$ cat config.mk
export PLATFORM = sky130hd
export DESIGN_NAME = dqg_back
export DESIGN_NICKNAME = d
export VERILOG_FILES = /design/src/dqg_pkg.sv /design/src/dqg_back.sv
export SDC_FILE = /design/constraint.sdc
export NUM_CORES = 1
export LEC_CHECK = 0
export ABC_CLOCK_PERIOD_IN_PS = 13250
export BUFFER_PORTS_ARGS = -buffer_cell sky130_fd_sc_hd__buf_2
export CORE_AREA = 2 2 227 229
export CTS_CLUSTER_SIZE = 30
export DETAILED_ROUTE_END_ITERATION = 16
export DIE_AREA = 0 0 229 231
export PLACE_DENSITY = 0.62
export SLEW_MARGIN = 10
export SYNTH_ARGS = -nofsm -noshare
export SYNTH_HDL_FRONTEND = slang
export SYNTH_SLANG_ARGS = --single-unit
$ cat constraint.sdc
create_clock -name clk -period 13.25 [get_ports clk]
set_input_delay 0.6625 -clock clk [delete_from_list [all_inputs] [get_ports clk]]
set_output_delay 0.6625 -clock clk [all_outputs]
set_load 0.03 [all_outputs]
$ cat src/dqg_pkg.sv
// shared types, constants and helper functions for the uint8 dequantizing gemv core
package dqg_pkg;

  localparam int LANES     = 4;
  localparam int LANE_W    = $clog2(LANES);
  localparam int QDEPTH    = 2;
  localparam int QPTR_W    = $clog2(QDEPTH);
  localparam int QCNT_W    = $clog2(QDEPTH + 1);
  localparam int EXP_W     = 13;

  localparam logic [31:0] QNAN_BITS = 32'h7FC0_0000;
  localparam logic [31:0] ONE_BITS  = 32'h3F80_0000;
  localparam logic [31:0] ZERO_BITS = 32'h0000_0000;

  // one weight row as it waits in the queue
  typedef struct packed {
    logic [31:0]            weight_bytes;
    logic [31:0]            activation;
    logic [LANES-1:0][31:0] scale;
    logic [LANES-1:0][31:0] offset;
    logic                   first_row;
    logic                   last_row;
  } row_t;

  // one request to the shared fused multiply-add unit: round(a*b + c) or round(a*b)
  typedef struct packed {
    logic [31:0] a;
    logic [31:0] b;
    logic [31:0] c;
    logic        has_c;
  } fpu_req_t;

  typedef enum logic [1:0] {
    S_IDLE,
    S_ISSUE,
    S_WAIT,
    S_FINISH
  } back_state_t;

  typedef enum logic [1:0] {
    OP_SCALE,
    OP_OFFSET,
    OP_MAC
  } lane_op_t;

  // exact conversion of an unsigned byte to binary32
  function automatic logic [31:0] byte_to_float(input logic [7:0] q);
    logic [2:0]  p;
    logic [23:0] qs;
    p = 3'd0;
    for (int i = 1; i < 8; i++) begin
      if (q[i]) p = 3'(i);
    end
    qs = 24'(q) << (5'd23 - 5'(p));
    if (q == 8'd0) return ZERO_BITS;
    return {1'b0, 8'(8'd127 + 8'(p)), qs[22:0]};
  endfunction

  // leading zero count of a 64-bit word, 64 when the word is zero
  function automatic logic [6:0] lzc64(input logic [63:0] x);
    logic [6:0] cnt;
    logic       found;
    cnt   = 7'd64;
    found = 1'b0;
    for (int i = 63; i >= 0; i--) begin
      if (!found && x[i]) begin
        cnt   = 7'(63 - i);
        found = 1'b1;
      end
    end
    return cnt;
  endfunction

endpackage

$ cat src/dqg_back.sv
// back end: walks the four lanes through scale, offset and accumulate on the shared unit
module dqg_back (
  input  logic                                  clk,
  input  logic                                  rst,
  input  logic                                  q_valid,
  input  dqg_pkg::row_t                         q_row,
  output logic                                  q_pop,
  output logic                                  fpu_start,
  output dqg_pkg::fpu_req_t                     fpu_req,
  input  logic                                  fpu_done,
  input  logic [31:0]                           fpu_result,
  output logic                                  out_valid,
  input  logic                                  out_ready,
  output logic [dqg_pkg::LANES-1:0][31:0]       sums
);
  import dqg_pkg::*;

  back_state_t            state, state_next;
  lane_op_t               op;
  logic [LANE_W-1:0]      lane;
  logic [31:0]            tmp;
  logic [LANES-1:0][31:0] acc;
  logic [LANES-1:0][7:0]  wb;
  logic                   out_load;
  logic                   row_start;
  logic                   lane_last;

  assign wb        = q_row.weight_bytes;
  assign lane_last = (lane == LANE_W'(LANES - 1));

  always_ff @(posedge clk) begin
    if (rst) state <= S_IDLE;
    else state <= state_next;
  end

  always_comb begin
    state_next = state;
    q_pop      = 1'b0;
    fpu_start  = 1'b0;
    out_load   = 1'b0;
    row_start  = 1'b0;
    case (state)
      S_IDLE: begin
        if (q_valid) begin
          row_start  = 1'b1;
          state_next = S_ISSUE;
        end
      end
      S_ISSUE: begin
        fpu_start  = 1'b1;
        state_next = S_WAIT;
      end
      S_WAIT: begin
        if (fpu_done) state_next = (op == OP_MAC && lane_last) ? S_FINISH : S_ISSUE;
      end
      S_FINISH: begin
        if (!q_row.last_row) begin
          q_pop      = 1'b1;
          state_next = S_IDLE;
        end else if (!out_valid || out_ready) begin
          q_pop      = 1'b1;
          out_load   = 1'b1;
          state_next = S_IDLE;
        end
      end
      default: state_next = S_IDLE;
    endcase
  end

  always_comb begin
    case (op)
      OP_SCALE: begin
        fpu_req.a     = byte_to_float(wb[lane]);
        fpu_req.b     = q_row.scale[lane];
        fpu_req.c     = ZERO_BITS;
        fpu_req.has_c = 1'b0;
      end
      OP_OFFSET: begin
        fpu_req.a     = tmp;
        fpu_req.b     = ONE_BITS;
        fpu_req.c     = q_row.offset[lane];
        fpu_req.has_c = 1'b1;
      end
      OP_MAC: begin
        fpu_req.a     = tmp;
        fpu_req.b     = q_row.activation;
        fpu_req.c     = acc[lane];
        fpu_req.has_c = 1'b1;
      end
      default: begin
        fpu_req.a     = tmp;
        fpu_req.b     = ONE_BITS;
        fpu_req.c     = ZERO_BITS;
        fpu_req.has_c = 1'b0;
      end
    endcase
  end

  always_ff @(posedge clk) begin
    if (rst) begin
      op        <= OP_SCALE;
      lane      <= '0;
      acc       <= '0;
      out_valid <= 1'b0;
    end else begin
      if (row_start) begin
        op   <= OP_SCALE;
        lane <= '0;
        if (q_row.first_row) acc <= '0;
      end else if (state == S_WAIT && fpu_done) begin
        case (op)
          OP_SCALE:  op <= OP_OFFSET;
          OP_OFFSET: op <= OP_MAC;
          OP_MAC: begin
            acc[lane] <= fpu_result;
            op        <= OP_SCALE;
            lane      <= LANE_W'(lane + 1'b1);
          end
          default: op <= OP_SCALE;
        endcase
      end
      if (out_load) out_valid <= 1'b1;
      else if (out_ready) out_valid <= 1'b0;
    end
  end

  always_ff @(posedge clk) begin
    if (state == S_WAIT && fpu_done) tmp <= fpu_result;
    if (out_load) sums <= acc;
  end

endmodule

**Word-level counts from Yosys, hierarchy flattened**

Index checks and enable logic that the tools add are counted.

- Muxes and demuxes: 45
- Order comparisons: 2
- Shifts and indexed selects: 1
- Add/sub/neg operators: 3
- Equality and inequality tests: 10
- Reduce and logical (&&, ||, !) cells: 15

Operator list:

| operator | number |
|---|---|
| 128-bit 2-to-1 mux | 4 |
| 97-bit case mux with 3 select lines | 1 |
| 32-bit binary-select mux with 2-bit select | 3 |
| 32-bit 2-to-1 mux | 6 |
| 128-bit bitwise mux | 1 |
| 32-bit demux with 2-bit select | 1 |
| 8-bit by 5-bit left shift with 23-bit output | 1 |
| 3-bit 2-to-1 mux | 7 |
| 8-bit binary-select mux with 2-bit select | 1 |
| 1-bit 2-to-1 mux | 13 |
| 2-bit 2-to-1 mux | 5 |
| 7-bit by 3-bit adder with 8-bit output, first input constant | 1 |
| 2-bit == test, second input constant | 4 |
| 8-bit zero test | 1 |
| 8-bit 2-to-1 mux | 1 |
| 2-bit case mux with 4 select lines | 1 |
| 2-bit inequality test, second input constant | 3 |
| 3-bit AND reduction | 2 |
| 2-bit nonzero test | 3 |
| 5-bit by 3-bit subtractor with 5-bit output, first input constant | 1 |
| 2-bit by 1-bit == test with 1-bit output, second input constant | 2 |
| 2-bit zero test | 2 |
| 2-bit case mux with 2 select lines | 1 |
| 1-bit logical AND | 3 |
| other kinds (8) | 8 |

- Output and inout bits: 228
- Register bits after elaboration: 295
- Input port bits: 359

**Logic depth before layout (Yosys ltp)**

- Depth in word-level cells: 14
- Gate-level depth with buffers: 11
- Mapped depth without buffers: 8

**Worst setup path before layout**

OpenSTA, ideal clock, no wires.

- Path kind: in2reg
- Start: input port q_row[0] in the netlist's numbering
- End: register sums[0] in the netlist's numbering (enable)
- Path buffers: 0
- Library setup time: 0.617 ns
- Stages on the path: 2
- Path slack: 6.532 ns
- Arrival time: 6.102 ns
- Cells stage by stage: nand3_1 nor2_1

- Cells in the longest elaborated chain, start to end: 2

Ends and longest elaborated chain:

| what | line | text |
|---|---|---|
| from (decl) | dqg_back.sv:6 | `input dqg_pkg::row_t q_row,` |
| 1-bit 2-to-1 mux | dqg_back.sv:57 | `if (!q_row.last_row) begin` |
| 1-bit 2-to-1 mux | dqg_back.sv:42 | `case (state)` |
| named net out_load | dqg_back.sv:24 | `logic out_load;` |
| to (signal assigned) | dqg_back.sv:129 | `if (out_load) sums <= acc;` |
| to (decl) | dqg_back.sv:14 | `output logic [dqg_pkg::LANES-1:0][31:0] sums` |

The timed path passes the listed nets, and every way through them passes these cells.
A chain may end at the register's enable or synchronous reset.

==> summary.txt <==
Outcome
  • Status: finished, final reports clean

Finish
  • Final core occ: 0.360
  • Commonest non-fill, non-tap cell in the layout: buf_2
  • Layout area overhead: 34.7%
  • Filler cell count: roughly 5,000
  • Area of the multi-input gates: about 5600 µm²
  • Commonest non-fill, non-tap cells in the layout: buf_2 (585), edfxtp_1 (160), nand2_1 (142)
  • Layout cells sized above 1: 0.474
  • Register area: ~7500 µm²
  • Final nets: about 2,000
  • Post-route insts no fill: 2,349

Critical path
  • CP arrival: 3.74 ns
  • Nature of the critical path endpoint: output port
  • Reg2reg path depth: 6
  • Critical Path, Cell by Cell: mux4_2 > or2_1 > o31a_4 > clkinv_4 > ha_1 > ha_1 > o21ai_0 > buf_2
  • CP delay by family, top: flip-flops
  • Worst Path Required: ~13 ns
  • CP peak stage delay: 0.96 ns
  • Critical R2R Launch: lane[1]
  • Slowest CP cell: dfxtp_4
  • Crit path launch: lane[1]
  • Worst path bufs/invs: 2
  • Crit path max fanout: 63
  • Startpoint Class: flop
  • FF-to-FF End: acc[60]
  • Critical path depth: 8
  • CP Capture Point: fpu_req[90]
  • Crit path top cell by count: ha_1
  • Reg2reg setup slack: 9.62 ns
  • Setup CP Type: reg2out

Run
  • Max-Cap Viols: 0

Detailed routing
  • Post-DRT Antenna Nets: 0
  • Routed vias/inst: ~5
  • DRC Markers: 0
  • Drt first pass iters: 5
  • Via count: ~12,000
  • WL final: 57,500 µm
  • DRT iter0 DRCs: 952
  • WL per Instance: approximately 24 µm

Clock network
  • CTS sink cnt: 295
  • Clock Path Buffers: 3
  • Number of post-CTS setup repair buffers: 0
  • Htree depth: 2
  • CTS root buf: clkbuf_16
  • CTS Hold Bufs: 0
  • CTS tree: done
  • Clock latency on the worst-skew pair: about 0.52 ns
  • CTS resizes: 0
  • Cts bufs inserted: 34
  • Clock transition at the registers of the reported paths: 0.06 ns

Logic synthesis
  • Synth cell types: 44
  • Post-synth top flop: edfxtp_1
  • Synth Warn #: 0
  • Syn_nets: 1,468
  • Synth Area per Inst: between 10 and 15 µm²
  • Cells after Synth: approximately 1,100
  • Seq/Total Area, Yosys: 0.555
  • Fraction of registers with async set/reset: 0
  • Number of synthesized flops with an enable pin: 160
  • #FFs+latches synth: a little under 300
  • Syn Std Cell Area: between 10,000 and 15,000 µm²

Placed design
  • Placed insts: about 2,300
  • Pre-CTS WS: just over 9 ns
  • Routability Congestion: about 0.98
  • DP HPWL: 41,200 µm
  • Port Buffers: between 500 and 600

Timing
  • Clock Skews: approximately 0.023 ns
  • Hold slack: ~0.38 ns
  • Final hold vios: 0
  • Fin crit share: 0.333
  • Fin worst setup slack: 8.84 ns
  • Worst-margin pin slew: 1.10 ns
  • Tmin final: 4.41 ns
  • Relative slew slack: 0.263
  • # setup viols final: 0
  • RSZ-0062 raised after global routing: false
  • Max-slew violations: 0
  • Setup TNS: 0 ns
  • Peak Freq: roughly 230 MHz

Die
  • Initial core utilization: 0.267
  • Rows: a little over 80
  • Io pins: just under 600
  • Die Span X: 229 µm
  • Die height: 231 µm
  • Core ar.: 50,700 µm²
  • Die area: between 50,000 and 60,000 µm²

Global route
  • Vias in the first global route: between 10,000 and 15,000
  • GRT Total Usage: 0.207
  • First-pass GRT wire length: between 80,000 and 90,000 µm
  • Total congestion overflow: 0
  • Antenna violations before repair: 21
  • Largest net degree at the start of global routing: 70

Pwr
  • IR drop worst, VDD: 0.0000791 V
  • PD cells: about 110 nW/µm²
  • Static leakage: ~0.0075 µW

Min path
  • Min-delay worst type: in2reg
[layout make-up]
class	count	share of cell area
Timing Repair Buffer	598	0.166
Clock inverter	13	0.00816
Inverter	10	0.00233
Sequential cell	295	0.412
Clock buffer	49	0.0542
Tap cell	680	0.0467
Multi-Input combinational cell	690	0.309
Antenna cell	14	0.00192
[flip-flops by register name (all words and copies together), names as in the netlist]
name       cells
acc          128
sums         128
lane           2
out_valid      1
op             2
tmp           32
state          2
[power by group]
part,leakage (µW),switching (µW),internal [µW]
Combinational,0.00412,104,75.3
Sequential,0.00281,1.87,960
Clock,0.000551,385,563
[synthesized netlist by cell type (2+ instances only)]
library cell	count	area (µm²)
a21o_1	2	15.0
a21oi_1	138	691
a221o_1	8	80.1
a22o_1	61	534
a31oi_1	2	12.5
a32o_1	3	30.0
and2_1	19	119
and3_1	4	25.0
buf_1	16	60.1
buf_2	4	20.0
buf_6	2	22.5
clkbuf_1	82	308
dfxtp_1	135	2700
edfxtp_1	160	4800
ha_1	10	125
inv_1	7	26.3
inv_2	2	7.51
mux2i_1	5	50.1
mux4_2	104	2340
nand2_1	147	552
nand2b_1	4	25.0
nand3_1	130	651
nor2_1	18	67.6
nor2b_1	5	31.3
nor3b_1	2	15.0
o211ai_1	2	15.0
o21ai_0	8	40.0
or2_1	2	12.5
or2_2	2	12.5
[worst min-delay path by stage]
stage / from / endpoint / slack, ns / cells past startpoint
after global placement: acc[77] / sums[77] / 0.43 / 0
after floorplan: acc[32] / sums[32] / 0.42 / 0
after CTS: fpu_result[8] / tmp[8] / 0.35 / 1
after detailed placement: acc[103] / sums[103] / 0.44 / 0
final: fpu_result[8] / tmp[8] / 0.38 / 1
after global routing: fpu_result[5] / tmp[5] / 0.37 / 1
[routing by layer]
metal  wire length [µm]  part of all wire  global-route usage  vias to the layer above
li1                   -                 -                   -                     5260
met1              21400              0.37               0.240                     5989
met2              28900              0.50               0.357                      687
met3               4170             0.073              0.0427                      135
met4               3110             0.054               0.117                        2
met5                 15           0.00026                   0                        -
[worst register-to-register path: stages (launching register included)]
cell and delay [ns]:
dfxtp_4 0.96, buf_4 0.85, inv_1 0.28, ha_1 0.26
nand2_2 0.79, nand3_1 0.20, a21oi_1 0.19
[metrics by stage]
stage               power (µW)  area (µm²)
detailed placement        1160       17100
floorplan                 1070       13500
finish                    2090       18200
global route              2150       18200
CTS                       2110       18200
global placement          1160       17100
[cell families after synthesis]
family | synth area share
AOI/OAI and AO/OA | 0.110
xor gates and xnor gates | 0.000647
adders and majority gates | 0.00924
buffers and inverters | 0.0335
DFF | 0.555
muxes | 0.177
and+or+nand+nor | 0.116
Note: power is estimated with default switching activity, not from simulation.
