==> src/dqg_pkg.sv <==
// shared types, constants and helper functions for the uint8 dequantizing gemv core
package dqg_pkg;

  localparam int LANES     = 4;
  localparam int LANE_W    = $clog2(LANES);
  localparam int QDEPTH    = 2;
  localparam int QPTR_W    = $clog2(QDEPTH);
  localparam int QCNT_W    = $clog2(QDEPTH + 1);
  localparam int EXP_W     = 13;

  localparam logic [31:0] QNAN_BITS = 32'h7FC0_0000;
  localparam logic [31:0] ONE_BITS  = 32'h3F80_0000;
  localparam logic [31:0] ZERO_BITS = 32'h0000_0000;

  // one weight row as it waits in the queue
  typedef struct packed {
    logic [31:0]            weight_bytes;
    logic [31:0]            activation;
    logic [LANES-1:0][31:0] scale;
    logic [LANES-1:0][31:0] offset;
    logic                   first_row;
    logic                   last_row;
  } row_t;

  // one request to the shared fused multiply-add unit: round(a*b + c) or round(a*b)
  typedef struct packed {
    logic [31:0] a;
    logic [31:0] b;
    logic [31:0] c;
    logic        has_c;
  } fpu_req_t;

  typedef enum logic [1:0] {
    S_IDLE,
    S_ISSUE,
    S_WAIT,
    S_FINISH
  } back_state_t;

  typedef enum logic [1:0] {
    OP_SCALE,
    OP_OFFSET,
    OP_MAC
  } lane_op_t;

  // exact conversion of an unsigned byte to binary32
  function automatic logic [31:0] byte_to_float(input logic [7:0] q);
    logic [2:0]  p;
    logic [23:0] qs;
    p = 3'd0;
    for (int i = 1; i < 8; i++) begin
      if (q[i]) p = 3'(i);
    end
    qs = 24'(q) << (5'd23 - 5'(p));
    if (q == 8'd0) return ZERO_BITS;
    return {1'b0, 8'(8'd127 + 8'(p)), qs[22:0]};
  endfunction

  // leading zero count of a 64-bit word, 64 when the word is zero
  function automatic logic [6:0] lzc64(input logic [63:0] x);
    logic [6:0] cnt;
    logic       found;
    cnt   = 7'd64;
    found = 1'b0;
    for (int i = 63; i >= 0; i--) begin
      if (!found && x[i]) begin
        cnt   = 7'(63 - i);
        found = 1'b1;
      end
    end
    return cnt;
  endfunction

endpackage

==> src/dqg_front.sv <==
// input stage: accepts rows and holds them in a two-entry queue for the back end
module dqg_front (
  input  logic              clk,
  input  logic              rst,
  input  logic              in_valid,
  output logic              in_ready,
  input  logic [31:0]       weight_bytes,
  input  logic [31:0]       activation,
  input  logic [31:0]       scale_0,
  input  logic [31:0]       scale_1,
  input  logic [31:0]       scale_2,
  input  logic [31:0]       scale_3,
  input  logic [31:0]       offset_0,
  input  logic [31:0]       offset_1,
  input  logic [31:0]       offset_2,
  input  logic [31:0]       offset_3,
  input  logic              first_row,
  input  logic              last_row,
  output logic              q_valid,
  output dqg_pkg::row_t     q_row,
  input  logic              q_pop
);
  import dqg_pkg::*;

  row_t              entries [QDEPTH];
  logic [QPTR_W-1:0] wr_ptr;
  logic [QPTR_W-1:0] rd_ptr;
  logic [QCNT_W-1:0] count;
  logic              push;
  row_t              in_row;

  assign in_ready = (count != QCNT_W'(QDEPTH));
  assign q_valid  = (count != '0);
  assign push     = in_valid && in_ready;
  assign q_row    = entries[rd_ptr];

  always_comb begin
    in_row.weight_bytes = weight_bytes;
    in_row.activation   = activation;
    in_row.scale        = {scale_3, scale_2, scale_1, scale_0};
    in_row.offset       = {offset_3, offset_2, offset_1, offset_0};
    in_row.first_row    = first_row;
    in_row.last_row     = last_row;
  end

  always_ff @(posedge clk) begin
    if (push) entries[wr_ptr] <= in_row;
  end

  always_ff @(posedge clk) begin
    if (rst) begin
      wr_ptr <= '0;
      rd_ptr <= '0;
      count  <= '0;
    end else begin
      if (push) wr_ptr <= QPTR_W'(wr_ptr + 1'b1);
      if (q_pop) rd_ptr <= QPTR_W'(rd_ptr + 1'b1);
      if (push && !q_pop) count <= QCNT_W'(count + 1'b1);
      else if (!push && q_pop) count <= QCNT_W'(count - 1'b1);
    end
  end

endmodule

==> config.mk <==
export PLATFORM = sky130hd
export DESIGN_NAME = dqg_front
export DESIGN_NICKNAME = d
export VERILOG_FILES = /design/src/dqg_pkg.sv /design/src/dqg_front.sv
export SDC_FILE = /design/constraint.sdc
export NUM_CORES = 1
export LEC_CHECK = 0
export ABC_AREA = 1
export BUFFER_PORTS_ARGS = -buffer_cell sky130_fd_sc_hd__buf_2
export CAP_MARGIN = 20
export CORE_AREA = 2 2 254 256
export DETAILED_ROUTE_END_ITERATION = 8
export DIE_AREA = 0 0 256 258
export SYNTH_ARGS = -nofsm -noshare
export SYNTH_HDL_FRONTEND = slang
export SYNTH_SLANG_ARGS = --single-unit
==> constraint.sdc <==
create_clock -name clk -period 29.5 [get_ports clk]
set_input_delay 2.95 -clock clk [delete_from_list [all_inputs] [get_ports clk]]
set_output_delay 2.95 -clock clk [all_outputs]
set_load 0.01 [all_outputs]
# [Word-level counts from Yosys, hierarchy flattened]
# Memory sizes are Yosys's and may differ from the RTL's. A register that Yosys moved wholly into a read port is not among the register bits.
# Cells that the tools add are included.
[word_totals] elab_cells=22 inputBits=326 output_inout_bits=324 mem_count=1 register_bits=4 ram_bits=644
[op_classes] eq_ne=1 mux=6 addsub=4 reduce_logical=7
[memory_table] memory="entries" depth=2 width=322 rd=1 rd_ports_with_merged_regs=1 wr=1 line="dqg_front.sv:25" rtl="row_t entries [QDEPTH];"
[op_table] op="$mux W1" count=4
[op_table] op="$mux W2" count=2
[op_table] op="$reduce_bool A2 Y1" count=2
[op_table] op="$logic_and A1 B1 Y1" count=3
[op_table] op="$add A1 B1 Y1 const B" count=2
[op_table] op="$add A2 B1 Y2 const B" count=1
[op_table] op="$logic_not A1 Y1" count=2
[op_table] op="$ne A2 B2 Y1 const B" count=1
[op_table] op="$sub A2 B1 Y2 const B" count=1

# [Depth between registers and ports, before layout]
# Gate-level depths: netlist (run 1).
[depth] ltp_word=6 mapped_depth=11 depth_no_buf=11

# [Worst setup path before layout (run 1)]
# OpenSTA, ideal clock, no wires.
[synth_path] path_type="input-to-reg" from="in in_valid" to="mem entries[0][0] in the netlist's numbering (enable)" path_slack_ps=12118 setup_time_ps=1012 arrival_time_ps=16371 n_path_buf=0 path_stages=2 path_cell_list="nand2_1 > nor2_1"
[synth_via] elab_chain_len=3
[synth_lines] element="start: declaration" line="dqg_front.sv:5" rtl="input logic in_valid,"
[synth_lines] element="$logic_and A1 B1 Y1" line="dqg_front.sv:34" rtl="assign push = in_valid && in_ready;"
[synth_lines] element="$mux W1" line="dqg_front.sv:47" rtl="if (push) entries[wr_ptr] <= in_row;"
[synth_lines] element="$mux W1 (not written as such)" line="dqg_front.sv:47"
[synth_lines] element="end: declaration" line="dqg_front.sv:25"
# No other way between the ends.

==> impl_metrics.tcl, run 1 <==
set metrics [dict create \
    status "completed" \
    cpLargestDelayFamily "buffers and inverters" \
    ant_nets 0 \
    root_buffer "clkbuf_16" \
    hp-start "rd_ptr$_SDFFE_PP0P_" \
    period_share_pct 23.8 \
    path_clk_slew_ns 0.06 \
    crit_chain "buf_4 > buf_4 > mux2_2 > buf_2" \
    path_class "reg2out" \
    fin_worst_skew_ns 0.0184 \
    hold_class "reg2reg" \
    cp_common_cell "buf_4" \
    reg2reg_slack_ns 25.94 \
    intPower_uw 1710 \
    insertion_delay_ns 0.59 \
    critPathCaptureType "output port" \
    cp.depth 4 \
    hold_viol_final 0 \
    post_cts_buffers 0 \
    grt-ovfl-total 0 \
    finalCriticalPeriod_ns 7.01 \
    max_freq_mhz 143 \
    antenna_found_initial 19 \
    grtUsageTotal_pct 16.2 \
    cts_hold_buf 0 \
    ctsResizeCount 0 \
    powerDensity_nw_per_um2 74.3 \
    ys_seq_area_share_pct 81.9 \
    p_comb_share_pct 11.9 \
    cts.sinks 649 \
    cts_buffer_depth 3 \
    cp_max_fo 79 \
    r2r-end "entries[1][219]$_DFFE_PP_" \
    clockPowerShare_pct 37.7 \
    die_x_um 256 \
    drt_wl_total_um 55800 \
    worst_slew_pin_slew_ns 1.38 \
    seq_power_share_pct 50.4 \
    drv_slew 0 \
    grt_pass1_vias 13100 \
    place.port_buffers 649 \
    cts_buffers 70 \
    first_pass_iters 7 \
    vias 12400 \
    h-tree-depth 3 \
    cp_num_buf_inv 3 \
    slowest_delay_ns 1.01 \
    startpoint_type "flop" \
    syn_inst 1037 \
    rows 93 \
    drive_gt1_share_pct 60.2 \
    arrival_ns 4.06 \
    rsz0062_at_grt "false" \
    via_per_inst 4.67 \
    crit_slowest_cell "dfxtp_4" \
    power_uw 2230 \
    synthesis.area_um2 23700 \
    fin_nets 2060 \
    syn_to_final_growth_pct 26.6 \
    reg2reg_from "count[0]$_SDFFE_PP0P_" \
    dp_hpwl_um 37900 \
    die_h_um 258 \
    place_congestion 0.849 \
    p_sw_share_pct 23.2 \
    die-area_um2 66000 \
    cap_violations 0 \
    synth_nets 1364 \
    timing.final.ws_setup_ns 22.49 \
    yosysUniqueCellTypes 16 \
    cts_tree "built" \
    holdPathEnd "rd_ptr$_SDFFE_PP0P_" \
    worstHoldPathCells 2 \
    drc 0 \
    fin_setup_tns_ns 0 \
    grt_max_degree 168 \
    p_leak_uw 0.0112 \
    slew_headroom_pct 8.24 \
    synth_warnings 0 \
    wl_per_cell_um 21.1 \
    pre_cts_ws_ns 23.00 \
    reg2regPathDepth 6 \
    start_util_pct 37.3 \
    syn_avg_cell_area_um2 22.9 \
    setup_viol 0 \
    grt_first_pass_wirelength_um 80400 \
    cp.required_ns 26.55 \
    drt-initial-drc-count 771 \
    peakVddDrop_mv 0.0482 \
    switching_power_uw 517 \
    yosys_register_bits 649 \
    core_area_um2 63600 \
    pin_count 650 \
]
[synth_stat cells (all sizes together)]
library cell | count | share of area [%]
buf | 36 | 1.6
nand4 | 1 | 0.026
ha | 1 | 0.053
o21ai | 2 | 0.042
inv | 9 | 0.14
dfxtp | 5 | 0.42
a21oi | 1 | 0.021
nand2 | 7 | 0.11
nand3 | 1 | 0.021
mux2 | 322 | 16
xnor2 | 1 | 0.037
edfxtp | 644 | 82
nor2 | 7 | 0.11
[power by group through the flow]
stage          clock [uW]  combinational (uW)  sequential (uW)
2_1_floorplan           0                 157             1170
3_3_place_gp            0                 265             1140
5_1_grt               901                 286             1130
4_1_cts               867                 270             1130
3_5_place_dp            0                 269             1140
6_report              841                 266             1120
[cell usage in the layout, fill, tap and decap left out, drive strengths merged]
master	synthesis	routed
dfxtp	5	5
diode	0	14
o21ai	2	2
inv	9	12
clkbuf	0	83
ha	1	1
xnor2	1	1
clkinv	0	28
mux2	322	322
edfxtp	644	644
nand4	1	1
nor2	7	7
nand2	7	7
nand3	1	1
bufinv	0	6
buf	36	660
clkinvlp	0	2
a21oi	1	1
[state kept, by name, indices dropped and copies added (netlist names), named ones only]
signal,count
entries,644
count,2
rd_ptr,1
wr_ptr,1
[layer usage]
layer  share of wire, %  global-route usage (%)  routed length, um
met2                 52                    28.2              29100
met1                 38                    18.4              21200
met4                3.0                    7.31               1650
met3                6.9                    4.89               3830
met5               0.11                       0                 63
[worst reg2reg max path, stage by stage (launching register included)]
cell,delay [ns]
dfxtp_1,0.33
inv_1,0.08
nand2_1,0.10
nand2_1,0.17
nor2_4,0.70
buf_4,0.76
buf_4,0.95
[per-stage QoR]
stage / area, um^2 / hold slack (ns) / instances / utilization [%]
finish: 30000 / 0.529 / 2652 / 47.2
global route: 30000 / 0.569 / 2650 / 47.2
CTS: 30000 / 0.536 / 2637 / 47.1
detailed placement: 27800 / 0.522 / 2515 / 43.7
global placement: 27800 / 0.501 / 2515 / 43.7
floorplan: 23700 / 0.475 / 1037 / -
[worst max-delay path by stage]
stage,from,endpoint,slack (ns)
final,flop,q_row[173],22.49
after global routing,flop,q_row[173],22.21
after CTS,flop,q_row[262],22.32
after detailed placement,flop,q_row[262],23.00
after global placement,flop,q_row[268],23.00
after floorplan,in_valid,entries[0][0]$_DFFE_PP_,12.12
[cell type report]
cell class / instances / area (um^2)
Antenna cell: 14 / 35.0
Clock inverter: 39 / 374
Fill cell: 5470 / 33600
Timing Repair Buffer: 660 / 3380
Tap cell: 855 / 1070
Inverter: 9 / 33.8
Sequential cell: 649 / 19400
Multi-Input combinational cell: 343 / 3890
Clock buffer: 83 / 1820
[cells by family (layout without fill, tap and decap cells)]
group                      after synthesis  count (layout)  share of synthesized area, %
muxes                                  322             322                          15.9
DFF                                    649             649                          81.9
AOI/OAI and AO/OA                        3               3                        0.0633
adders and majority gates                1               1                        0.0527
and+or+nand+nor                         16              16                         0.269
buffers and inverters                   45             791                          1.72
xor gates and xnor gates                 1               1                        0.0369
other                                    0              14                             0
Note: power is estimated with default switching activity, not from simulation.
==> run 2, diff against run 1 <==
ABC_AREA = 0   (was 1)
CORE_AREA = unset   (was 2 2 254 256)
CORE_UTILIZATION = 40   (was unset)
DIE_AREA = unset   (was 0 0 256 258)
PLACE_DENSITY = 0.66   (was unset)
clock period = 5.8 ns   (was 29.5 ns; I/O delays follow)
==> run 2 against run 1 <==
  * Count of clock-buffer cells in the layout unchanged
  * Flip-flop and latch count did not move
  * Core utilization increased by 3.6 points
  * Critical endpoint is now q_row[257]
  * Largest power group unchanged
==> impl_metrics.tcl, run 2 <==
set metrics [dict create \
    status "completed" \
    rows 90 \
    ys_seq_area_share_pct 78.7 \
    yosys.area.top_type "edfxtp_1" \
    die_h_um 251 \
    grt-ovfl-total 0 \
    period_share_pct 58.8 \
    post_cts_buffers 0 \
    max_freq_mhz 293 \
    ff_latch_area_um2 19400 \
    cap_violations 0 \
    die-area_um2 62800 \
    place_congestion 0.790 \
    cts_buffers 68 \
    ctsResizeCount 0 \
    start_util_pct 40.7 \
    synth_warnings 0 \
    vias 12200 \
    cts_tree "built" \
    fin_worst_skew_ns 0.0209 \
    pre_cts_ws_ns 2.97 \
    synth_nets 1353 \
    drv_slew 0 \
    hold_viol_final 0 \
    dp_cells 2436 \
    h-tree-depth 3 \
    syn_inst 1026 \
    fin_nets 2051 \
    largest_reg_flops 644 \
    hold_class "in2reg" \
    top_regs "entries x644, count x2" \
    grt_first_pass_wirelength_um 76800 \
    wl_per_cell_um 20.7 \
    path_clk_slew_ns 0.06 \
    root_buffer "clkbuf_16" \
    fin_cells 2565 \
    synthFlopType "edfxtp_1" \
    syn_avg_cell_area_um2 24.1 \
    drc 0 \
    worst_slew_pin_slew_ns 1.04 \
    ant_nets 0 \
    top_register "entries" \
    critPathCaptureType "output port" \
    cts_hold_buf 0 \
    synthesis.area_um2 24700 \
    yosys_register_bits 649 \
    grtUsageTotal_pct 16.5 \
    syn_to_final_growth_pct 24.8 \
    drt_wl_total_um 53100 \
    cts_buffer_depth 3 \
    dp_hpwl_um 36900 \
    yosys.cell_count.top_type "edfxtp_1" \
    cts.sinks 649 \
    final_cell_mix "buf_2 (649), edfxtp_1 (644), mux2_4 (280), clkbuf_16 (70), mux2_2 (42)" \
    pin_count 650 \
    first_pass_iters 5 \
    synth_area_leaders "edfxtp_1 (78%), mux2_4 (17%), mux2_2 (1.9%)" \
    drt-initial-drc-count 646 \
    fin_setup_tns_ns 0 \
    p_leak_uw 0.0120 \
    synth_commonest_cells "edfxtp_1 (644), mux2_4 (280), mux2_2 (42)" \
    layout_commonest_cell "buf_2" \
    insertion_delay_ns 0.58 \
    core_area_um2 60700 \
    synth_top_area_share_pct 78.3 \
    drive_gt1_share_pct 60.9 \
    peakVddDrop_mv 0.275 \
    via_per_inst 4.74 \
    place.port_buffers 649 \
    synth_edf_count 644 \
    arrival_ns 2.83 \
    yosysUniqueCellTypes 22 \
    n_fill_cell 4895 \
    path_class "reg2out" \
    grt_max_degree 147 \
    cp_max_fo 87 \
    finalCriticalPeriod_ns 3.41 \
    grt_pass1_vias 12800 \
    antenna_found_initial 24 \
    die_x_um 251 \
    multiInputGateArea_um2 4800 \
    slew_headroom_pct 30.6 \
    startpoint_type "flop" \
    timing.final.ws_setup_ns 2.39 \
    cp.required_ns 5.22 \
    rsz0062_at_grt "false" \
    powerDensity_nw_per_um2 380 \
    setup_viol 0 \
    ys_async_sr_fraction_pct 0 \
]
==> run 2: power by group <==
part / switching (uW) / total, uW / internal, uW
registers: 125 / 5830 / 5700
clock network: 1720 / 4190 / 2480
logic: 885 / 1700 / 813
==> run 2: area by class of cell <==
type	instances	share of cell area [%]
Timing Repair Buffer	664	11.1
Antenna cell	10	0.0811
Tap cell	782	3.17
Sequential cell	649	63.0
Clock inverter	36	1.15
Clock buffer	83	5.84
Multi-Input combinational cell	339	15.6
Inverter	2	0.0365
==> run 2: logic make-up after synthesis <==
logic type,count (synthesis),share of synthesized area (%)
AOI/OAI and AO/OA,4,0.101
DFF,649,78.7
and+or+nand+nor,9,0.203
buffers and inverters,38,1.94
adders and majority gates,1,0.0506
xor gates and xnor gates,3,0.106
muxes,322,18.9
==> run 2: stage by stage <==
stage / hold WS [ns] / power (uW) / cell area (um^2) / util, %
after floorplan: 0.473 / 7050 / 24700 / -
after global placement: 0.489 / 7610 / 28700 / 47.2
after detailed placement: 0.525 / 7650 / 28700 / 47.2
after CTS: 0.118 / 11900 / 30800 / 50.8
after global routing: 0.137 / 12100 / 30800 / 50.8
final: 0.173 / 11700 / 30800 / 50.8
==> run 2: metal layers <==
| metal | vias to the layer above | global-route usage, % | part of all wire (%) |
|---|---|---|---|
| li1 | 5517 | - | - |
| met1 | 6019 | 18.2 | 37 |
| met2 | 472 | 28.0 | 51 |
| met3 | 117 | 6.66 | 9.0 |
| met4 | 26 | 6.87 | 3.0 |
| met5 | - | 0 | 0.36 |
==> run 2: critical path, cell delays in order, from the launching register on <==
cell     delay [ns]
dfxtp_4        0.97
buf_12         0.55
mux2_4         0.36
buf_2          0.16
==> run 2: final timing paths <==
path,start,to,slack (ns),cells after the start
worst max register to register,count[0]$_SDFFE_PP0P_,entries[0][86]$_DFFE_PP_,3.34,4
worst min register to register,rd_ptr$_SDFFE_PP0P_,rd_ptr$_SDFFE_PP0P_,0.55,2
worst max-delay path,flop,q_row[257],2.39,3
worst min-delay path,activation[18],entries[1][276]$_DFFE_PP_,0.17,1
