--- src/dqg_pkg.sv ---
// shared types, constants and helper functions for the uint8 dequantizing gemv core
package dqg_pkg;

  localparam int LANES     = 4;
  localparam int LANE_W    = $clog2(LANES);
  localparam int QDEPTH    = 2;
  localparam int QPTR_W    = $clog2(QDEPTH);
  localparam int QCNT_W    = $clog2(QDEPTH + 1);
  localparam int EXP_W     = 13;

  localparam logic [31:0] QNAN_BITS = 32'h7FC0_0000;
  localparam logic [31:0] ONE_BITS  = 32'h3F80_0000;
  localparam logic [31:0] ZERO_BITS = 32'h0000_0000;

  // one weight row as it waits in the queue
  typedef struct packed {
    logic [31:0]            weight_bytes;
    logic [31:0]            activation;
    logic [LANES-1:0][31:0] scale;
    logic [LANES-1:0][31:0] offset;
    logic                   first_row;
    logic                   last_row;
  } row_t;

  // one request to the shared fused multiply-add unit: round(a*b + c) or round(a*b)
  typedef struct packed {
    logic [31:0] a;
    logic [31:0] b;
    logic [31:0] c;
    logic        has_c;
  } fpu_req_t;

  typedef enum logic [1:0] {
    S_IDLE,
    S_ISSUE,
    S_WAIT,
    S_FINISH
  } back_state_t;

  typedef enum logic [1:0] {
    OP_SCALE,
    OP_OFFSET,
    OP_MAC
  } lane_op_t;

  // exact conversion of an unsigned byte to binary32
  function automatic logic [31:0] byte_to_float(input logic [7:0] q);
    logic [2:0]  p;
    logic [23:0] qs;
    p = 3'd0;
    for (int i = 1; i < 8; i++) begin
      if (q[i]) p = 3'(i);
    end
    qs = 24'(q) << (5'd23 - 5'(p));
    if (q == 8'd0) return ZERO_BITS;
    return {1'b0, 8'(8'd127 + 8'(p)), qs[22:0]};
  endfunction

  // leading zero count of a 64-bit word, 64 when the word is zero
  function automatic logic [6:0] lzc64(input logic [63:0] x);
    logic [6:0] cnt;
    logic       found;
    cnt   = 7'd64;
    found = 1'b0;
    for (int i = 63; i >= 0; i--) begin
      if (!found && x[i]) begin
        cnt   = 7'(63 - i);
        found = 1'b1;
      end
    end
    return cnt;
  endfunction

endpackage

--- src/dqg_fpu.sv ---
// shared binary32 fused multiply-add unit, five registered steps per operation
module dqg_fpu (
  input  logic              clk,
  input  logic              rst,
  input  logic              start,
  input  dqg_pkg::fpu_req_t req,
  output logic              busy,
  output logic              done,
  output logic [31:0]       result
);
  import dqg_pkg::*;

  // unpack and multiply
  logic                    sa, sb, sc, sp;
  logic [7:0]              ea, eb, ec;
  logic [22:0]             fa, fb, fc;
  logic [23:0]             ma, mb, mc;
  logic signed [EXP_W-1:0] xa, xb, xc;
  logic                    ainf, binf, pinf, any_nan, bad_prod, pzero;
  logic                    sp_u_next, special_u_next, add_u_next;
  logic [31:0]             res_u_next;

  logic                    v_u, sp_u, sc_u, special_u, add_u;
  logic [31:0]             res_u;
  logic [47:0]             psig_u;
  logic signed [EXP_W-1:0] pexp_u, xc_u;
  logic [23:0]             mc_u;

  always_comb begin
    sa = req.a[31]; ea = req.a[30:23]; fa = req.a[22:0];
    sb = req.b[31]; eb = req.b[30:23]; fb = req.b[22:0];
    sc = req.c[31]; ec = req.c[30:23]; fc = req.c[22:0];
    ma = (ea == 8'd0) ? {1'b0, fa} : {1'b1, fa};
    mb = (eb == 8'd0) ? {1'b0, fb} : {1'b1, fb};
    mc = (ec == 8'd0) ? {1'b0, fc} : {1'b1, fc};
    xa = (ea == 8'd0) ? EXP_W'(-149) : $signed(EXP_W'(ea)) - EXP_W'(150);
    xb = (eb == 8'd0) ? EXP_W'(-149) : $signed(EXP_W'(eb)) - EXP_W'(150);
    xc = (ec == 8'd0) ? EXP_W'(-149) : $signed(EXP_W'(ec)) - EXP_W'(150);
    sp       = sa ^ sb;
    ainf     = (ea == 8'hFF);
    binf     = (eb == 8'hFF);
    pinf     = ainf || binf;
    any_nan  = (ainf && fa != '0) || (binf && fb != '0) || (req.has_c && ec == 8'hFF && fc != '0);
    bad_prod = (ainf && !binf && mb == '0) || (binf && !ainf && ma == '0);
    pzero    = (ma == '0) || (mb == '0);
    sp_u_next      = sp;
    special_u_next = 1'b1;
    add_u_next     = 1'b0;
    res_u_next     = QNAN_BITS;
    if (any_nan || bad_prod) begin
      res_u_next = QNAN_BITS;
    end else if (req.has_c && ec == 8'hFF) begin
      res_u_next = (pinf && sp != sc) ? QNAN_BITS : {sc, 8'hFF, 23'd0};
    end else if (pinf) begin
      res_u_next = {sp, 8'hFF, 23'd0};
    end else if (!req.has_c || mc == '0) begin
      if (pzero) res_u_next = req.has_c ? {sp & sc, 31'd0} : {sp, 31'd0};
      else special_u_next = 1'b0;
    end else if (pzero) begin
      res_u_next = req.c;
    end else begin
      special_u_next = 1'b0;
      add_u_next     = 1'b1;
    end
  end

  always_ff @(posedge clk) begin
    if (start) begin
      sp_u      <= sp_u_next;
      sc_u      <= sc;
      special_u <= special_u_next;
      add_u     <= add_u_next;
      res_u     <= res_u_next;
      psig_u    <= ma * mb;
      pexp_u    <= xa + xb;
      mc_u      <= mc;
      xc_u      <= xc;
    end
  end

  // normalize product and addend to bit 62
  logic [63:0]             p64, c64;
  logic [6:0]              lzp, lzc_c;
  logic                    v_n, sp_n, sc_n, special_n, add_n;
  logic [31:0]             res_n;
  logic [63:0]             psig_n, mc_n;
  logic signed [EXP_W-1:0] pexp_n, xc_n;

  always_comb begin
    p64   = 64'(psig_u);
    c64   = 64'(mc_u);
    lzp   = lzc64(p64);
    lzc_c = lzc64(c64);
  end

  always_ff @(posedge clk) begin
    sp_n      <= sp_u;
    sc_n      <= sc_u;
    special_n <= special_u;
    add_n     <= add_u;
    res_n     <= res_u;
    psig_n    <= p64 << (lzp - 7'd1);
    pexp_n    <= pexp_u - $signed(EXP_W'(lzp - 7'd1));
    mc_n      <= c64 << (lzc_c - 7'd1);
    xc_n      <= xc_u - $signed(EXP_W'(lzc_c - 7'd1));
  end

  // align and add
  logic                    p_big, sx;
  logic signed [EXP_W-1:0] ex, ey, dexp;
  logic [63:0]             xs, ys, ysj, jmask;
  logic [5:0]              dsh;
  logic                    sign_a_next, special_a_next;
  logic [31:0]             res_a_next;
  logic [63:0]             sig_a_next;
  logic signed [EXP_W-1:0] exp_a_next;

  logic                    v_a, sign_a, special_a;
  logic [31:0]             res_a;
  logic [63:0]             sig_a;
  logic signed [EXP_W-1:0] exp_a;

  always_comb begin
    p_big = (pexp_n > xc_n) || (pexp_n == xc_n && psig_n >= mc_n);
    sx = p_big ? sp_n : sc_n;
    ex = p_big ? pexp_n : xc_n;
    xs = p_big ? psig_n : mc_n;
    ey = p_big ? xc_n : pexp_n;
    ys = p_big ? mc_n : psig_n;
    dexp  = ex - ey;
    dsh   = dexp[5:0];
    jmask = (64'd1 << dsh) - 64'd1;
    if (dexp >= EXP_W'(63)) ysj = 64'(|ys);
    else ysj = (ys >> dsh) | 64'(|(ys & jmask));
    sign_a_next    = sp_n;
    exp_a_next     = pexp_n;
    sig_a_next     = psig_n;
    special_a_next = special_n;
    res_a_next     = res_n;
    if (add_n) begin
      sign_a_next = sx;
      exp_a_next  = ex;
      if (sp_n == sc_n) begin
        sig_a_next = xs + ysj;
      end else if (xs == ysj) begin
        special_a_next = 1'b1;
        res_a_next     = ZERO_BITS;
      end else begin
        sig_a_next = xs - ysj;
      end
    end
  end

  always_ff @(posedge clk) begin
    sign_a    <= sign_a_next;
    exp_a     <= exp_a_next;
    sig_a     <= sig_a_next;
    special_a <= special_a_next;
    res_a     <= res_a_next;
  end

  // normalize to bit 63 and find the rounding position
  logic [6:0]              lzs;
  logic signed [EXP_W-1:0] e_full, s_full;
  logic [6:0]              s_r1_next;

  logic                    v_r1, sign_r1, special_r1;
  logic [31:0]             res_r1;
  logic [63:0]             sig_r1;
  logic signed [EXP_W-1:0] e_r1;
  logic [6:0]              s_r1;

  always_comb begin
    lzs    = lzc64(sig_a);
    e_full = exp_a - $signed(EXP_W'(lzs)) + EXP_W'(190);
    s_full = EXP_W'(41) - e_full;
    if (e_full >= EXP_W'(1)) s_r1_next = 7'd40;
    else if (s_full > EXP_W'(65)) s_r1_next = 7'd65;
    else s_r1_next = s_full[6:0];
  end

  always_ff @(posedge clk) begin
    sign_r1    <= sign_a;
    special_r1 <= special_a;
    res_r1     <= res_a;
    sig_r1     <= sig_a << lzs;
    e_r1       <= e_full;
    s_r1       <= s_r1_next;
  end

  // round to nearest even and pack
  logic [127:0]            ext;
  logic                    guard, sticky;
  logic [24:0]             m_r;
  logic [EXP_W-1:0]        em1;
  logic [39:0]             bits;
  logic [31:0]             res_r2_next;

  always_comb begin
    ext    = {sig_r1, 64'd0} >> s_r1;
    guard  = ext[63];
    sticky = |ext[62:0];
    m_r    = 25'(ext[87:64]) + 25'(guard && (sticky || ext[64]));
    em1    = EXP_W'(e_r1 - EXP_W'(1));
    bits   = (40'(em1) << 23) + 40'(m_r);
    if (special_r1) begin
      res_r2_next = res_r1;
    end else if (e_r1 >= EXP_W'(1)) begin
      if (bits >= 40'h7F80_0000) res_r2_next = {sign_r1, 8'hFF, 23'd0};
      else res_r2_next = {sign_r1, bits[30:0]};
    end else begin
      res_r2_next = {sign_r1, 6'd0, m_r};
    end
  end

  always_ff @(posedge clk) begin
    result <= res_r2_next;
  end

  always_ff @(posedge clk) begin
    if (rst) begin
      v_u  <= 1'b0;
      v_n  <= 1'b0;
      v_a  <= 1'b0;
      v_r1 <= 1'b0;
      done <= 1'b0;
    end else begin
      v_u  <= start;
      v_n  <= v_u;
      v_a  <= v_n;
      v_r1 <= v_a;
      done <= v_r1;
    end
  end

  assign busy = v_u || v_n || v_a || v_r1;

endmodule

--- config.mk ---
export PLATFORM = sky130hd
export DESIGN_NAME = dqg_fpu
export DESIGN_NICKNAME = d
export VERILOG_FILES = /design/src/dqg_pkg.sv /design/src/dqg_fpu.sv
export SDC_FILE = /design/constraint.sdc
export NUM_CORES = 2
export LEC_CHECK = 0
export BUFFER_PORTS_ARGS = -buffer_cell sky130_fd_sc_hd__buf_2
export CAP_MARGIN = 15
export CORE_UTILIZATION = 30
export CTS_BUF_LIST = sky130_fd_sc_hd__clkbuf_8
export DETAILED_ROUTE_END_ITERATION = 16
export PLACE_DENSITY_LB_ADDON = 0.08
export REMOVE_ABC_BUFFERS = 1
export SETUP_SLACK_MARGIN = 0.02
export SYNTH_ARGS = -nofsm -noshare
export SYNTH_HDL_FRONTEND = slang
export SYNTH_SLANG_ARGS = --single-unit
export TNS_END_PERCENT = 1
--- constraint.sdc ---
create_clock -name clk -period 22.4 [get_ports clk]
set_input_delay 1.12 -clock clk [delete_from_list [all_inputs] [get_ports clk]]
set_output_delay 1.12 -clock clk [all_outputs]
set_load 0.05 [all_outputs]
==> Word-level counts from Yosys, hierarchy flattened <==
Cells that the tools add are included.
{ "classes": {"add_sub_neg": 20, "mul": 1, "order_cmp": 7, "eq_ne": 7, "shift": 6, "muxes": 304, "bitwise": 4, "n_reduce_logical": 307} }
{ "op_table": {"columns": ["cell", "count"], "rows": [
  ["7-bit 2-to-1 mux", 137],
  ["64-bit 2-to-1 mux", 6],
  ["32-bit 2-to-1 mux", 11],
  ["1-bit logical AND", 144],
  ["1-bit 2-to-1 mux", 140],
  ["1-bit zero test", 136],
  ["64-bit OR reduction", 2],
  ["128-bit by 7-bit >> shifter with 88-bit output", 1],
  ["24-bit zero test", 3],
  ["24-bit 2-to-1 mux", 3],
  ["23-bit nonzero test", 3],
  ["13-bit 2-to-1 mux", 5],
  ["64-bit adder", 1],
  ["64-bit bitwise AND", 1],
  ["64-bit == test", 1],
  ["64-bit greater-or-equal comparator", 1],
  ["64-bit by 1-bit OR with 64-bit output", 1],
  ["1-bit by 6-bit left shift with 64-bit output (first input constant)", 1],
  ["24-bit by 7-bit left shift with 64-bit output", 1],
  ["48-bit by 7-bit left shift with 64-bit output", 1],
  ["64-bit by 7-bit left shift with 64-bit output", 1],
  ["64-bit by 6-bit >> shifter with 64-bit output", 1],
  ["64-bit by 1-bit subtractor with 64-bit output (second input constant)", 1],
  ["64-bit subtractor", 1],
  ["30 further kinds", 53]
]} }
{ "totals": {"reg_bits": 590, "input_bits": 100, "output_inout_bits": 34, "elab_cells": 692} }

==> Logic depth before layout (Yosys ltp) <==
{ "logic_depth": {"depth_word": 195, "depth_mapped": 56, "mapped_depth_nobuf": 46} }

==> Least setup slack after synthesis <==
OpenSTA, ideal clock, no wires.
{ "synth_timing": {"path_kind": "register -> register", "start": "register xc_n[2]", "end": "register sig_a[60]", "setup_time_ns": 0.122, "arrival_time_ns": 11.085, "slack_ns": 11.193, "path_stages_with_launch": 57, "path_buffers": 10, "period_less_slack_ns": 11.207, "path_cell_list": "dfxtp_1 > inv_1 > ha_1 > clkbuf_1 > nand2_1 > or4_1 > or4b_1 > o21ai_1 > nor3_2 > a21o_1 > buf_2 > buf_2 > buf_2 > buf_1 > buf_1 > clkbuf_1 > clkbuf_1 > nor3_1 > (+21 left out) > fa_1 > nand2b_1 > a21o_1 > a21oi_1 > o2111ai_1 > a31oi_1 > o2111ai_1 > nand3_1 > o41ai_1 > a21oi_1 > o211ai_1 > a31oi_1 > a21boi_0 > nor2_1 > o41ai_1 > o31ai_1 > xnor2_1 > a221o_1"} }
{ "synth_via": {"elab_chain_len": 15, "elab_cells_between_ends": 24, "cone_classes": "add/sub: 4; order compare: 2; eq/ne: 2; shift: 2; mux: 8; bitwise: 2; reduce/logical: 4"} }
{ "synth_lines": {"columns": ["element", "line", "source"], "rows": [
  ["start: declaration", "dqg_fpu.sv:87", "logic signed [EXP_W-1:0] pexp_n, xc_n;"],
  ["start signal: assignment", "dqg_fpu.sv:105", "xc_n <= xc_u - $signed(EXP_W'(lzc_c - 7'd1));"],
  ["parallel branches: the longest is 13 deep, another holds 64-bit by 1-bit subtractor with 64-bit output", null, null],
  ["64-bit 2-to-1 mux *", "dqg_fpu.sv:143", "if (sp_n == sc_n) begin"],
  ["64-bit 2-to-1 mux *", "dqg_fpu.sv:140", "if (add_n) begin"],
  ["named net sig_a_next[60]", "dqg_fpu.sv:115", "logic [63:0] sig_a_next;"],
  ["end signal: assignment", "dqg_fpu.sv:157", "sig_a <= sig_a_next;"],
  ["end: declaration", "dqg_fpu.sv:120", "logic [63:0] sig_a;"]
]} }
Mark *: on every way through the listed nets, which the timed path passes.
A chain may end at the register's enable or synchronous reset.

==> Final worst setup path <==
{ "layout_timing": {"start": "register pexp_n[0]", "end": "register sig_a[60]"} }
{ "layout_via": {"elab_chain_len": 15, "elab_cells_between_ends": 24, "cone_classes": "add/sub: 4; order compare: 2; eq/ne: 2; shift: 2; mux: 8; bitwise: 2; reduce/logical: 4"} }
{ "layout_lines": {"columns": ["element", "line", "source"], "rows": [
  ["start: declaration", "dqg_fpu.sv:87", null],
  ["start signal: assignment", "dqg_fpu.sv:103", "pexp_n <= pexp_u - $signed(EXP_W'(lzp - 7'd1));"],
  ["parallel branches: the longest is 13 deep, another holds 64-bit by 1-bit subtractor with 64-bit output", null, null],
  ["64-bit 2-to-1 mux *", "dqg_fpu.sv:143", null],
  ["64-bit 2-to-1 mux *", "dqg_fpu.sv:140", null],
  ["named net sig_a_next[60]", "dqg_fpu.sv:115", null]
]} }
Marked as above.

==> reports/summary.txt <==
status: complete, no violations
global placement routability congestion: 0.974
Mapped Cells: 8164
FF+latch count, synth: 586
final WL: 275000 um
Post-Syn Area: 66900 um^2
critical path buffer and inverter count: 5
clock slew at reported path FFs: 70 ps
CP peak stage delay: 750 ps
commonest non-fill, non-tap cells in the layout: 1092 x nand2_1, 820 x inv_1, 653 x mux2i_1, 632 x nor2_1, 489 x fa_1
Root Buffer: clkbuf_8
Min-Delay Path Class: reg2reg
Tot GR Track Use: 24.0%
post-layout min period: 14220 ps
Fin Hold WS: 325 ps
Async SR Flop Fraction: 0%
Worst EP arrival: 14940 ps
1st-iter DRT viols: 4861
CTS H-tree lvls: 3
Vias: 59800
TritonRoute pass-1 iters: 5
fmax: 0.0703 GHz
Clock Latency Late Sink: 880 ps
initial antenna violation count: 34
RSZ-0062 raised after global routing: false
Vias/cell: 5.37
die height: 474 um
Max-slew headroom: 10.1%
Die W: 474 um
HPWL after DPL: 221000 um
Unique masters post-synth: 94
CTS buffer count: 108
DRC violations left: 0
Port Buffer Count: 133
ys flop type: dfxtp_1
final period utilization: 63.5%
Startpoint Class: flop
initial core utilization: 30.3%
Post-CTS Setup Bufs: 0
critical path class: reg2reg
cts hold-fix bufs: 0
maxcap violations: 0
slowest CP cell: a21o_4
Final Core Density: 33.1%
global route overflow: 0
Slew Limit Fails: 0
Fillers: 23400
Yosys warning count: 0
most common cell after layout, fill and taps aside: nand2_1
area added between synthesis and finish: 9.21%
critical path fanouts, max: 75
Worst Skew: 65.8 ps
number of gates resized after CTS: 0
global-route wire length before repair: 405000 um
row cnt: 172
nets: 9114
endpoints failing setup: 0
delay-heaviest family, CP: compound AO/OA/AOI/OAI gates
Longest Clk Path Bufs: 3
Routed WL per cell: 24.7 um
layout cells sized above 1: 7.79%
Worst Path Required: 23120 ps
nature of the critical path endpoint: flop
CORE AREA: 221000 um^2
worst-margin pin slew: 1350 ps
Final ANT Viol Nets: 0
setup_tns: 0 ps
largest net degree at the start of global routing: 79
# IOs: 134
Syn Area/Cell: 8.19 um^2
Hold Fails Final Rpt: 0
clock tree from TritonCTS: yes
clock sinks: 586
vias in the first global route: 59200
post-synthesis sequential area ratio: 19.5%
die area: 225000 um^2
EDFF count, synth: 130
==> cell usage after synthesis (all sizes together), types with 53 or more instances <==
library cell  instances  area share (%)
nand4                75            0.70
mux4                 69             2.3
ha                  440             8.2
edfxtp              130             5.8
nor2b                82            0.77
mux2i               654             9.8
nor4                 92            0.86
o21bai               59            0.66
fa                  489              15
buf                 123            0.80
inv                 811             4.6
clkbuf              337             1.9
nand2b               73            0.68
dfxtp               456              14
xnor2                93             1.2
a211oi               68            0.76
nand2              1093             6.1
o21ai               369             2.8
or2                  53            0.50
o221ai               56            0.73
a21oi               479             3.6
nor3                149             1.2
and2                296             2.8
a21o                124             1.4
xor2                 64            0.84
nand3               109            0.82
nor2                634             3.6
a31oi                56            0.52
==> kinds of logic (layout without fill, tap and decap cells) <==
group	count (synthesis)	count (layout)	share of synthesized area [%]
flops	586	586	19.5
simple gates	2773	2773	19.2
other cells	2	57	0.0112
mux	773	773	12.9
fa+ha+maj	929	929	22.9
xor+xnor	157	157	2.06
compound gates	1670	1670	16.2
buf+inv	1274	1239	7.25
==> metal layers <==
layer,track usage (%),vias up,part of all wire (%)
met5,0,-,0.076
met4,7.03,32,3.1
met3,3.11,386,5.1
met2,40.1,1812,47
met1,32.0,29600,45
li1,-,28000,-
==> through the flow <==
step                area (um^2)  setup WS (ps)  instances
finish                    73100           8180      11100
global route              73000           7300      11100
CTS                       73000           8340      11100
detailed placement        70600           8410      10900
global placement          70500           8630      10900
floorplan                 65300           1800       7747
==> worst register-to-register path: cells and delay by family (launching register included) <==
family                     cells  cell delay (ps)
AOI/OAI and AO/OA             22             6390
xor gates and xnor gates       1              150
adders and majority gates      5             1770
buffers and inverters          5             1620
DFF                            1              370
muxes                          1              180
and+or+nand+nor               14             3620
==> flip-flops by register name, indices dropped and copies added, names as in the netlist, 24 cells and up <==
signal	count
mc_n	64
mc_u	24
psig_n	64
psig_u	48
res_a	32
res_n	32
res_r1	32
res_u	32
result	32
sig_a	64
sig_r1	64
==> layout make-up <==
class | instances | area, um^2 | area share [%]
Timing Repair Buffer | 228 | 1390 | 1.90
Inverter | 814 | 3060 | 4.18
Multi-Input combinational cell | 6347 | 49400 | 67.6
Antenna cell | 12 | 30.0 | 0.0411
Clock buffer | 135 | 1860 | 2.54
Clock inverter | 62 | 622 | 0.851
Tap cell | 2958 | 3700 | 5.07
Sequential cell | 586 | 13000 | 17.8
==> final timing paths <==
kind,cells after the start,slack [ps],end,start
worst max-delay path,48,8180,sig_a[60],pexp_n[0]
worst min-delay path,0,330,res_r1[25],res_a[25]
worst max register to register,48,8180,sig_a[60],pexp_n[0]
worst min register to register,0,330,res_r1[25],res_a[25]
Power is not shown: default switching activity piles up to over one toggle a cycle in this logic, so the estimate is an artifact.
